--- src/lzw_ram.sv ---
`timescale 1ns / 1ps

// Simple dual-port RAM: one write port, one read port with registered data.
module lzw_ram #(
  parameter int WIDTH = 8,
  parameter int DEPTH = 256
) (
  input  logic                     clk,
  input  logic                     we,
  input  logic [$clog2(DEPTH)-1:0] waddr,
  input  logic [WIDTH-1:0]         wdata,
  input  logic [$clog2(DEPTH)-1:0] raddr,
  output logic [WIDTH-1:0]         rdata
);

  logic [WIDTH-1:0] mem [DEPTH];

  always_ff @(posedge clk) begin
    if (we) begin
      mem[waddr] <= wdata;
    end
    rdata <= mem[raddr];
  end

endmodule

--- config.mk ---
export PLATFORM = sky130hd
export DESIGN_NAME = lzw_ram
export DESIGN_NICKNAME = d
export VERILOG_FILES = /design/src/lzw_ram.sv
export SDC_FILE = /design/constraint.sdc
export NUM_CORES = 2
export LEC_CHECK = 0
export BUFFER_PORTS_ARGS = -buffer_cell sky130_fd_sc_hd__buf_2
export CAP_MARGIN = 20
export CORE_UTILIZATION = 57
export CTS_CLUSTER_SIZE = 10
export DETAILED_ROUTE_END_ITERATION = 12
export HOLD_SLACK_MARGIN = 0.1
export PLACE_DENSITY_LB_ADDON = 0.1
export RECOVER_POWER = 50
export SYNTH_ARGS = -nofsm -noshare
export SYNTH_HDL_FRONTEND = slang
export SYNTH_SLANG_ARGS = --single-unit
--- constraint.sdc ---
create_clock -name clk -period 2.3 [get_ports clk]
set_input_delay 0.46 -clock clk [delete_from_list [all_inputs] [get_ports clk]]
set_output_delay 0.46 -clock clk [all_outputs]
set_load 0.01 [all_outputs]
==> qor.csv <==
metric,value,unit
outcome,"finished, violations left",
violated checks,"max-capacitance violations, max-slew violations, negative setup slack",
layout cells sized above 1,32.04,%
crit path DAT,2.82,ns
Seq pwr share,54.0,%
first drt pass iteration count,6,
top post-synthesis cells by area,"edfxtp_1, mux4_2, mux2i_1, nor2_1, a22oi_1",
Setup crit start,waddr[0],
GP Congestion,0.8770,
CTS Buf Count,225,
Synth Cell Area,79560,um^2
gr usage total,29.30,%
final cell count without fillers,6403,
dpl cells,6111,
Slew @ Worst Pin,2.323,ns
Leak Pwr,30.24,nW
worst-path cell chain,clkbuf_1 -> clkbuf_1 -> nand4_1 -> inv_1 -> nand2_1 -> clkbuf_2 -> nor2_1 -> clkbuf_1,
Final nets,4504,
Initial Utilization,57.65,%
vias in the first global route,42350,
Die Width,375.6,um
YS warnings,0,
cells on worst reg2reg path,6,
Critical Path RT,2.76,ns
clock share of power,40.3,%
endpoints failing setup,33,
Synth top area share,77.30,%
Post-DRT Antenna Nets,0,
Critical R2R Launch,mem[67][0],
drt drc,0,
Via-to-Cell Ratio,6.456,
clock root cell,clkbuf_16,
DRT Wirelength,201.4,mm
Crit. End Element,register,
ys flop type,edfxtp_1,
core area,138000,um^2
Final Critical Period,2.363,ns
Hold Crit Start,we,
CP Class,in2reg,
Synth Net Count,3759,
average wire per standard cell,31.45,um
Crit path top cell by count,clkbuf_1,
Longest Clk Path Bufs,3,
worst skew pair latency,0.82,ns
Net Sw Frac,20.70,%
WHS,0.4209,ns
DP HPWL,131.8,mm
Max Freq,423.2,MHz
Yosys cell types,55,
sequential-to-total area share from yosys stat,77.50,%
PD cells,823.8,nW/um^2
Setup Skew,0.02502,ns
Final Hold Fails,0,
Min-Delay Path Class,in2reg,
Syn Area/Cell,21.31,um^2
Vias,41340,
worst reg2reg endpoint,rdata[0],
RSZ-0062 raised after global routing,true,
gr ovfl total,0,
CP max FO,13,
port bufs,33,
Final Max Tran Viols,250,
clock sinks,2056,
Combinational Power Share,5.7,%
fraction of registers with async set/reset,0,%
io pins,34,
hold depth,3,
DR iter-0 viols,4918,
reg-to-reg setup timing slack,-0.04,ns
cell taking the most area after synthesis,edfxtp_1,
Die H,375.6,um
Slowest cell on crit path,clkbuf_2,
clk slew on worst S/H paths,0.06,ns
MaxCap Viol Count,4,
worst vdd ir,0.7050,mV
die outline area,141100,um^2
Slew headroom,-54.86,%
Power Total,76.72,mW
Net Sw Power,15.88,mW
first-pass GRT wire length,294.9,mm
final worst setup slack,-0.06290,ns
Gate Count Post-Synth,3733,
"Largest stage delay, worst path",0.65,ns
Post-synth EDFFs,2048,
postcts setup bufs,0,
final worst path period share,102.7,%
fin util,67.48,%
Worst Hold End,mem[165][2],
Total Neg Setup Slack,-0.8383,ns
Seq cells post-synth,2056,
startpoint class of the critical path,primary input,
row count,136,
CTS tree,yes,
Pint,60.84,mW
largest net degree at the start of global routing,95,
H-tree levels,4,
antenna violations before repair,11,
area delta synth->final,17.06,%
[area by class of cell]
type | count | area [um^2]
tap | 1863 | 2331
multi-input combinational | 1442 | 16680
fill | 8776 | 44870
antenna | 2 | 5.005
clock inverter | 15 | 156.4
inverter | 2 | 7.507
sequential | 2056 | 61660
clock buffer | 272 | 5923
timing repair buffer | 751 | 6364
[metrics by stage]
stage / instance area (um^2) / setup slack, ns
after floorplan: 79660 / -0.01210
after global routing: 93120 / -0.06974
after global placement: 87190 / -1.374
final: 93130 / -0.06290
after detailed placement: 87200 / -1.365
after CTS: 93490 / -0.04889
[cells in the final DEF (no fill, tap or decap), drive strengths merged, types with 4 or more instances in the layout]
| master | count |
|---|---|
| edfxtp | 2048 |
| a22o | 8 |
| mux2i | 134 |
| a211oi | 16 |
| buf | 687 |
| o22ai | 28 |
| nand2b | 8 |
| or2 | 4 |
| nor2 | 282 |
| and2 | 6 |
| nor2b | 31 |
| dfxtp | 8 |
| mux4 | 456 |
| nand2 | 33 |
| nand4 | 10 |
| o211ai | 10 |
| o21ai | 12 |
| a22oi | 133 |
| clkinv | 11 |
| a2111oi | 5 |
| a21oi | 96 |
| nor3 | 22 |
| dlygate4sd3 | 4 |
| clkbuf | 331 |
| nor4 | 27 |
| o221ai | 47 |
| o22a | 5 |
| inv | 6 |
| o32ai | 5 |
| a221oi | 14 |
| nand3 | 34 |
[flip-flops by register name, indices dropped and copies added, names as in the netlist]
name and cells:
mem 2048, rdata 8
[logic make-up after synthesis]
logic type,after synthesis,share of synthesized area [%]
flip-flops,2056,77.50
multiplexers,591,14.62
AND/OR/NAND/NOR,466,2.628
AO/OA/AOI/OAI,385,3.419
buffers and inverters,235,1.831
[synthesized netlist by cell type (all sizes together), types with 4 or more instances]
cell     instances
nand3           34
dfxtp            8
o22a             5
nand2b           8
or2              4
o22ai           28
nor4            27
nor2           282
nand2           33
a21oi           96
mux2i          134
and2             6
o21ai           12
nor2b           31
o32ai            5
a2111oi          5
edfxtp        2048
o211ai          10
o221ai          47
nand4           10
mux4           456
buf            122
a22o             8
nor3            22
a221oi          14
clkbuf         111
a22oi          133
a211oi          16
[timing repair]
action                                 4_1_cts  5_1_grt
pin swaps                                    6        9
hold buffers                                 4        0
resized for setup                           30       12
endpoints found under the hold margin       63        0
setup endpoints to repair                    8        8
[routing by layer]
layer	vias up	GRT usage (%)	wire length, um
met4	14	9.195	6095
li1	17100	-	-
met3	321	5.572	19130
met1	21780	42.77	80080
met2	2131	45.45	95990
met5	-	0	104
[worst max-delay path: cells and delay by family]
kind                   cells  cell delay [ns]
buffers and inverters      5             1.83
and+or+nand+nor            3             0.48
[worst max path at each step]
stage                             to  slack, ns  depth (start not counted)
final                     mem[79][1]      -0.06                          8
after global routing        rdata[0]      -0.07                          6
after CTS                   rdata[0]      -0.05                          6
after floorplan             rdata[2]      -0.01                          9
after global placement      rdata[0]      -1.37                          8
after detailed placement    rdata[0]      -1.37                          9
[power by group through the flow]
stage	Sequential (mW)	Combinational, mW	Clock, mW
3_5_place_dp	42.2	4.36	0
5_1_grt	41.4	4.58	32.7
3_3_place_gp	42.2	4.27	0
2_1_floorplan	42.1	2.03	0
4_1_cts	41.4	4.43	31.4
6_report	41.4	4.36	30.9
Note: power is estimated with default switching activity, not from simulation.
