## src/lzw_pkg.sv

```systemverilog
`timescale 1ns / 1ps

package lzw_pkg;

  // Code width and the widths that follow from it.
  localparam int CODE_BITS   = 12;
  localparam int PIX_BITS    = 8;
  localparam int ROOT_W      = 4;
  localparam int KEY_BITS    = CODE_BITS + PIX_BITS;
  localparam int FREE_BITS   = CODE_BITS + 1;

  // The hash table has twice as many slots as there are codes, so a probe
  // sequence always ends at an empty slot.
  localparam int HASH_BITS   = CODE_BITS + 1;
  localparam int HASH_DEPTH  = 1 << HASH_BITS;

  // Each slot carries the image epoch that wrote it; epoch zero means empty.
  localparam int EPOCH_BITS  = 4;
  localparam int ENTRY_BITS  = EPOCH_BITS + KEY_BITS + CODE_BITS;

  localparam logic [EPOCH_BITS-1:0] EPOCH_EMPTY = '0;
  localparam logic [EPOCH_BITS-1:0] EPOCH_FIRST = EPOCH_BITS'(1);
  localparam logic [EPOCH_BITS-1:0] EPOCH_LAST  = '1;

  localparam logic [ROOT_W-1:0] ROOT_MIN   = ROOT_W'(2);
  localparam logic [ROOT_W-1:0] ROOT_MAX   = ROOT_W'(8);
  localparam logic [ROOT_W-1:0] ROOT_RESET = ROOT_W'(8);

  // Output queue.
  localparam int OUT_DEPTH    = 4;
  localparam int OUT_PTR_BITS = 2;
  localparam int OUT_CNT_BITS = 3;

  typedef enum logic [2:0] {
    S_CLEAR,
    S_IDLE,
    S_PROBE,
    S_FLUSH,
    S_END
  } state_t;

  typedef struct packed {
    logic [CODE_BITS-1:0] code;
    logic                 last_code;
  } code_word_t;

  typedef struct packed {
    logic       valid;
    code_word_t word;
  } word_push_t;

  typedef struct packed {
    logic [EPOCH_BITS-1:0] epoch;
    logic [KEY_BITS-1:0]   key;
    logic [CODE_BITS-1:0]  code;
  } dict_entry_t;

  function automatic logic [ROOT_W-1:0] clamp_root(input logic [ROOT_W-1:0] r);
    logic [ROOT_W-1:0] res;
    if (r < ROOT_MIN) begin
      res = ROOT_MIN;
    end else if (r > ROOT_MAX) begin
      res = ROOT_MAX;
    end else begin
      res = r;
    end
    return res;
  endfunction

  function automatic logic [PIX_BITS-1:0] pix_mask(input logic [ROOT_W-1:0] r);
    logic [PIX_BITS-1:0] m;
    m = ~({PIX_BITS{1'b1}} << r);
    return m;
  endfunction

  function automatic logic [HASH_BITS-1:0] dict_hash(input logic [CODE_BITS-1:0] prefix,
                                                     input logic [PIX_BITS-1:0]  pix);
    logic [HASH_BITS-1:0] h;
    h = HASH_BITS'(prefix) ^ (HASH_BITS'(pix) << (HASH_BITS - PIX_BITS));
    return h;
  endfunction

endpackage

```

## src/lzw_if.sv

```systemverilog


interface lzw_code_if;
  logic                          valid;
  logic                          ready;
  logic [lzw_pkg::CODE_BITS-1:0] code;
  logic                          last_code;

  modport source(output valid, output code, output last_code, input ready);
  modport sink(input valid, input code, input last_code, output ready);
endinterface

```

## src/lzw_out_fifo.sv

```systemverilog
`timescale 1ns / 1ps

// Small queue between the encoder and the code channel.
module lzw_out_fifo (
  input  logic                               clk,
  input  logic                               rst,
  input  lzw_pkg::word_push_t                push,
  output logic [lzw_pkg::OUT_CNT_BITS-1:0]   level,
  lzw_code_if.source                         out
);

  lzw_pkg::code_word_t                  mem [lzw_pkg::OUT_DEPTH];
  logic [lzw_pkg::OUT_PTR_BITS-1:0]     wr_ptr;
  logic [lzw_pkg::OUT_PTR_BITS-1:0]     rd_ptr;
  logic [lzw_pkg::OUT_CNT_BITS-1:0]     count;
  logic                                 pop;

  assign out.valid     = (count != '0);
  assign out.code      = mem[rd_ptr].code;
  assign out.last_code = mem[rd_ptr].last_code;
  assign pop           = out.valid && out.ready;
  assign level         = count;

  always_ff @(posedge clk) begin
    if (rst) begin
      wr_ptr <= '0;
      rd_ptr <= '0;
      count  <= '0;
    end else begin
      if (push.valid) begin
        wr_ptr <= wr_ptr + 1'b1;
      end
      if (pop) begin
        rd_ptr <= rd_ptr + 1'b1;
      end
      case ({push.valid, pop})
        2'b10:   count <= count + 1'b1;
        2'b01:   count <= count - 1'b1;
        default: count <= count;
      endcase
    end
  end

  always_ff @(posedge clk) begin
    if (push.valid) begin
      mem[wr_ptr] <= push.word;
    end
  end

`ifndef SYNTHESIS
  a_no_overflow: assert property (@(posedge clk) disable iff (rst)
    (push.valid && count == lzw_pkg::OUT_CNT_BITS'(lzw_pkg::OUT_DEPTH)) |-> pop)
    else $error("code queue overflow");
`endif

endmodule

```

## src/flat_wrapper.sv

```systemverilog
// flat-port wrapper written by rule: the top's interface ports become plain ports
module lzw_out_fifo_flat 
  (clk, rst, push, level, out_valid, out_code, out_last_code, out_ready);
  lzw_code_if out_i ();
  input  logic clk;
  input  logic rst;
  input  lzw_pkg::word_push_t push;
  output logic [lzw_pkg::OUT_CNT_BITS-1:0] level;
  output wire logic [$bits(out_i.valid)-1:0] out_valid;
  output wire logic [$bits(out_i.code)-1:0] out_code;
  output wire logic [$bits(out_i.last_code)-1:0] out_last_code;
  input wire logic [$bits(out_i.ready)-1:0] out_ready;
  assign out_valid = out_i.valid;
  assign out_code = out_i.code;
  assign out_last_code = out_i.last_code;
  assign out_i.ready = out_ready;
  lzw_out_fifo u_core (.clk(clk), .rst(rst), .push(push), .level(level), .out(out_i));
endmodule
```

## config.mk

```make
export PLATFORM = sky130hd
export DESIGN_NAME = lzw_out_fifo_flat
export DESIGN_NICKNAME = d
export VERILOG_FILES = /design/src/lzw_pkg.sv /design/src/lzw_if.sv /design/src/lzw_out_fifo.sv /design/src/flat_wrapper.sv
export SDC_FILE = /design/constraint.sdc
export NUM_CORES = 1
export LEC_CHECK = 0
export ABC_AREA = 1
export ABC_CLOCK_PERIOD_IN_PS = 4670
export BUFFER_PORTS_ARGS = -buffer_cell sky130_fd_sc_hd__clkbuf_2
export CAP_MARGIN = 10
export CORE_MARGIN = 1.5
export CORE_UTILIZATION = 55
export CTS_CLUSTER_SIZE = 16
export DETAILED_ROUTE_END_ITERATION = 8
export GPL_ROUTABILITY_DRIVEN = 0
export GPL_TIMING_DRIVEN = 1
export PLACE_DENSITY = 0.8
export SLEW_MARGIN = 20
export SYNTH_ARGS = -nofsm -noshare
export SYNTH_HDL_FRONTEND = slang
export SYNTH_SLANG_ARGS = --single-unit
```

## constraint.sdc

```tcl
create_clock -name clk -period 4.67 [get_ports clk]
set_input_delay 0 -clock clk [delete_from_list [all_inputs] [get_ports clk]]
set_output_delay 0 -clock clk [all_outputs]
set_load 0.01 [all_outputs]
```

==> impl_metrics.ini <==
[synthesis]
yosys_warnings = 0
synthTopCellsByArea = edfxtp_1 (64%), dfxtp_1 (7.4%), o21ai_0 (4.7%), nor2_1 (4.5%), o22ai_1 (3.3%)
synth.most_common_cell = edfxtp_1
synth_compound_area_share_pct = 10.7
synth_top_area_share_pct = 64.0
post_synth_fa_ha_maj_area_fraction_pct = 3.38
ys_seq_elements = 61
synthMuxAreaShare_pct = 0
synth.distinct_cells = 21
syn_inst = 191
ys.flop_type = edfxtp_1
yosysTopAreaCell = edfxtp_1
netlist_area_sq_mm = 0.00244
synthTopCellsByCount = edfxtp_1 (52), nor2_1 (29), o21ai_0 (23)
yosys.area_share.simple_pct = 8.15
ys_async_sr_fraction_pct = 0
synth_top_family_by_area = compound AO/OA/AOI/OAI gates
synth_area_per_cell_sq_um = 12.8
ys_seq_area_share_pct = 71.3
syn_nets = 214
synthXorXnorAreaFrac_pct = 0
synth_edf_count = 52

[critical_path]
startpoint_type = register
ff2ff_path_depth = 13
critical-path-top-delay-family = flip-flops
crit_required_ns = 4.67
path_buf_inv = 2
cpPeakStageDelay_ns = 0.97
path_class = register to output port
end_kind = output port
path_cells = inv_8, o21ai_0, o22ai_1, clkbuf_2
r2r_start = u_core.level[1]
slowest_stage = dfxtp_1
crit_arrival_ns = 1.99
rrSetupSlack_ns = 2.94
r2r-end = u_core.level[2]
critical_path.max_fanout = 27

[floorplanning]
rows = 24
core-area_sq_mm = 0.00432
initial_core_util_pct = 56.5
die_y_um = 69.6
ios = 34
dieArea_sq_mm = 0.00485
die_w_um = 69.6

[detailed_routing]
drc = 0
drt_wl_total_um = 3840
drt-vias-per-instance = 5.14
drt_iter0_markers = 144
dr.pass1.iters = 4
postRouteAntennaNets = 0
wl_per_cell_um = 12.8
via_count = 1536

[global_route]
grt-ovfl-total = 0
grt_max_degree = 28
grt_pass1_wl_um = 6040
grt_usage_pct = 17.0
antenna_found_initial = 0
grt_pass1_vias = 1377

[cells_and_area]
nets = 266
diodes = 0
final_area_sq_mm = 0.00298
area_delta_synth_final_pct = 22.0
drive_gt1_share_pct = 21.9

[run_status]
outcome = complete, no violations

[timing]
max_slew_margin_pct = 33.9
setup_viol = 0
max_freq_ghz = 0.502
fin_crit_ns = 1.99
slew_violations = 0
finalHoldViolations = 0
skew_ns = 0.00349
setup-tns-final_ns = 0
holdWs_ns = 0.0119
rsz0062_at_grt = no
timing.final.crit_share_pct = 42.7
worst_slack_ns = 2.68
tightest_slew_ns = 0.991

[min_path]
worstHoldStart = out_ready
hp-class = input port to register
min_path_cells = 4

[clock_tree]
clock_latency_ns = 0.33
htreeDepth = 3
cts_tree = done
root_buffer = clkbuf_8
cts.repair.resized = 0
clock_sinks = 61
clk_pin_slew_ns = 0.06
numCtsBuffers = 9
clk_path_buf_depth = 2

[power_and_ir_drop]
ir_drop_mv = 0.330
p_int_mw = 1.08
pwr-share-clk_pct = 37.2
p_per_area_mw_per_mm2 = 491
p_leak_nw = 1.18
power_frac_seq_pct = 45.5
p_sw_share_pct = 26.1
combPwrFrac_pct = 17.3
p_total_mw = 1.46
switching_power_mw = 0.382

[place]
port-buffer-count = 33
place_hpwl_um = 2290
postPlaceCellArea_sq_mm = 0.00259
dp_slack_ns = 2.94

[run]
drv_cap = 0
-- state kept, by name, summed over array words and instances (netlist names), named ones only --
signal and cells:
u_core.level 3, u_core.mem 52, u_core.rd_ptr 2, u_core.wr_ptr 2
-- worst register-to-register path, cell delays in order, from the launching register on --
cell     delay [ns]
dfxtp_1        0.35
inv_1          0.08
nand2_1        0.12
nand2_1        0.08
inv_1          0.08
ha_1           0.16
inv_1          0.06
fa_1           0.37
inv_1          0.06
nand2_1        0.04
nand3_1        0.08
nand2_1        0.06
nand2_1        0.05
nor2_1         0.03
-- power groups by stage --
stage / combinational (mW) / clock (mW) / sequential [mW]
detailed placement: 0.243 / 0 / 0.676
finish: 0.253 / 0.544 / 0.664
global placement: 0.237 / 0 / 0.674
global route: 0.286 / 0.568 / 0.670
floorplan: 0.199 / 0 / 0.656
CTS: 0.255 / 0.550 / 0.665
-- placed cells by master, fill, tap and decap left out, drive strengths merged --
cell type	n
a21oi	5
bufinv	3
clkbuf	42
clkinv	1
clkinvlp	1
dfxtp	9
dlygate4sd3	15
edfxtp	52
fa	1
ha	5
inv	20
nand2	15
nand3	3
nor2	32
o21ai	30
o22ai	13
-- kinds of logic (layout without fill, tap and decap cells) --
kind of cell,count (synthesis),in the layout
flip-flops,61,61
AND/OR/NAND/NOR,50,50
AO/OA/AOI/OAI,48,48
adder cells (fa/ha/maj),6,6
buffers and inverters,26,82
-- worst max path at each step --
stage	from	endpoint	slack, ns	depth (start not counted)
after floorplan	u_core.level[1]	u_core.level[2]	2.94	13
after global placement	u_core.level[1]	u_core.level[2]	3.02	13
after detailed placement	u_core.level[1]	u_core.level[2]	2.94	13
after CTS	register	out_code[9]	2.69	4
after global routing	register	out_code[10]	2.59	4
final	register	out_code[10]	2.68	4
-- layer usage --
metal  vias to the layer above  part of all wire, %  GRT usage, %
li1                        786                    -             -
met5                         -                    0             0
met1                       697                   45          21.3
met3                        14                  4.4          3.78
met2                        39                   47          26.0
met4                         0                  3.7          13.0
-- area by class of cell --
cell class	instances	area, sq um
flip-flops and latches	61	1740
fillers	301	1350
multi-input cells	104	542
repair buffers	48	315
clock buffers	9	124
clock inverters	6	111
inverters	19	78.8
well taps	52	65.1
-- metrics by stage --
| stage | utilization [%] | instances |
|---|---|---|
| after floorplan | - | 191 |
| after global placement | 60.0 | 269 |
| after detailed placement | 60.0 | 269 |
| after CTS | 68.9 | 299 |
| after global routing | 68.9 | 299 |
| final | 68.9 | 299 |
-- timing repair --
item | CTS | global route
hold buffers | 15 | 0
setup buffers | 0 | 0
endpoints found under the hold margin | 55 | 0
Note: power is estimated with default switching activity, not from simulation.
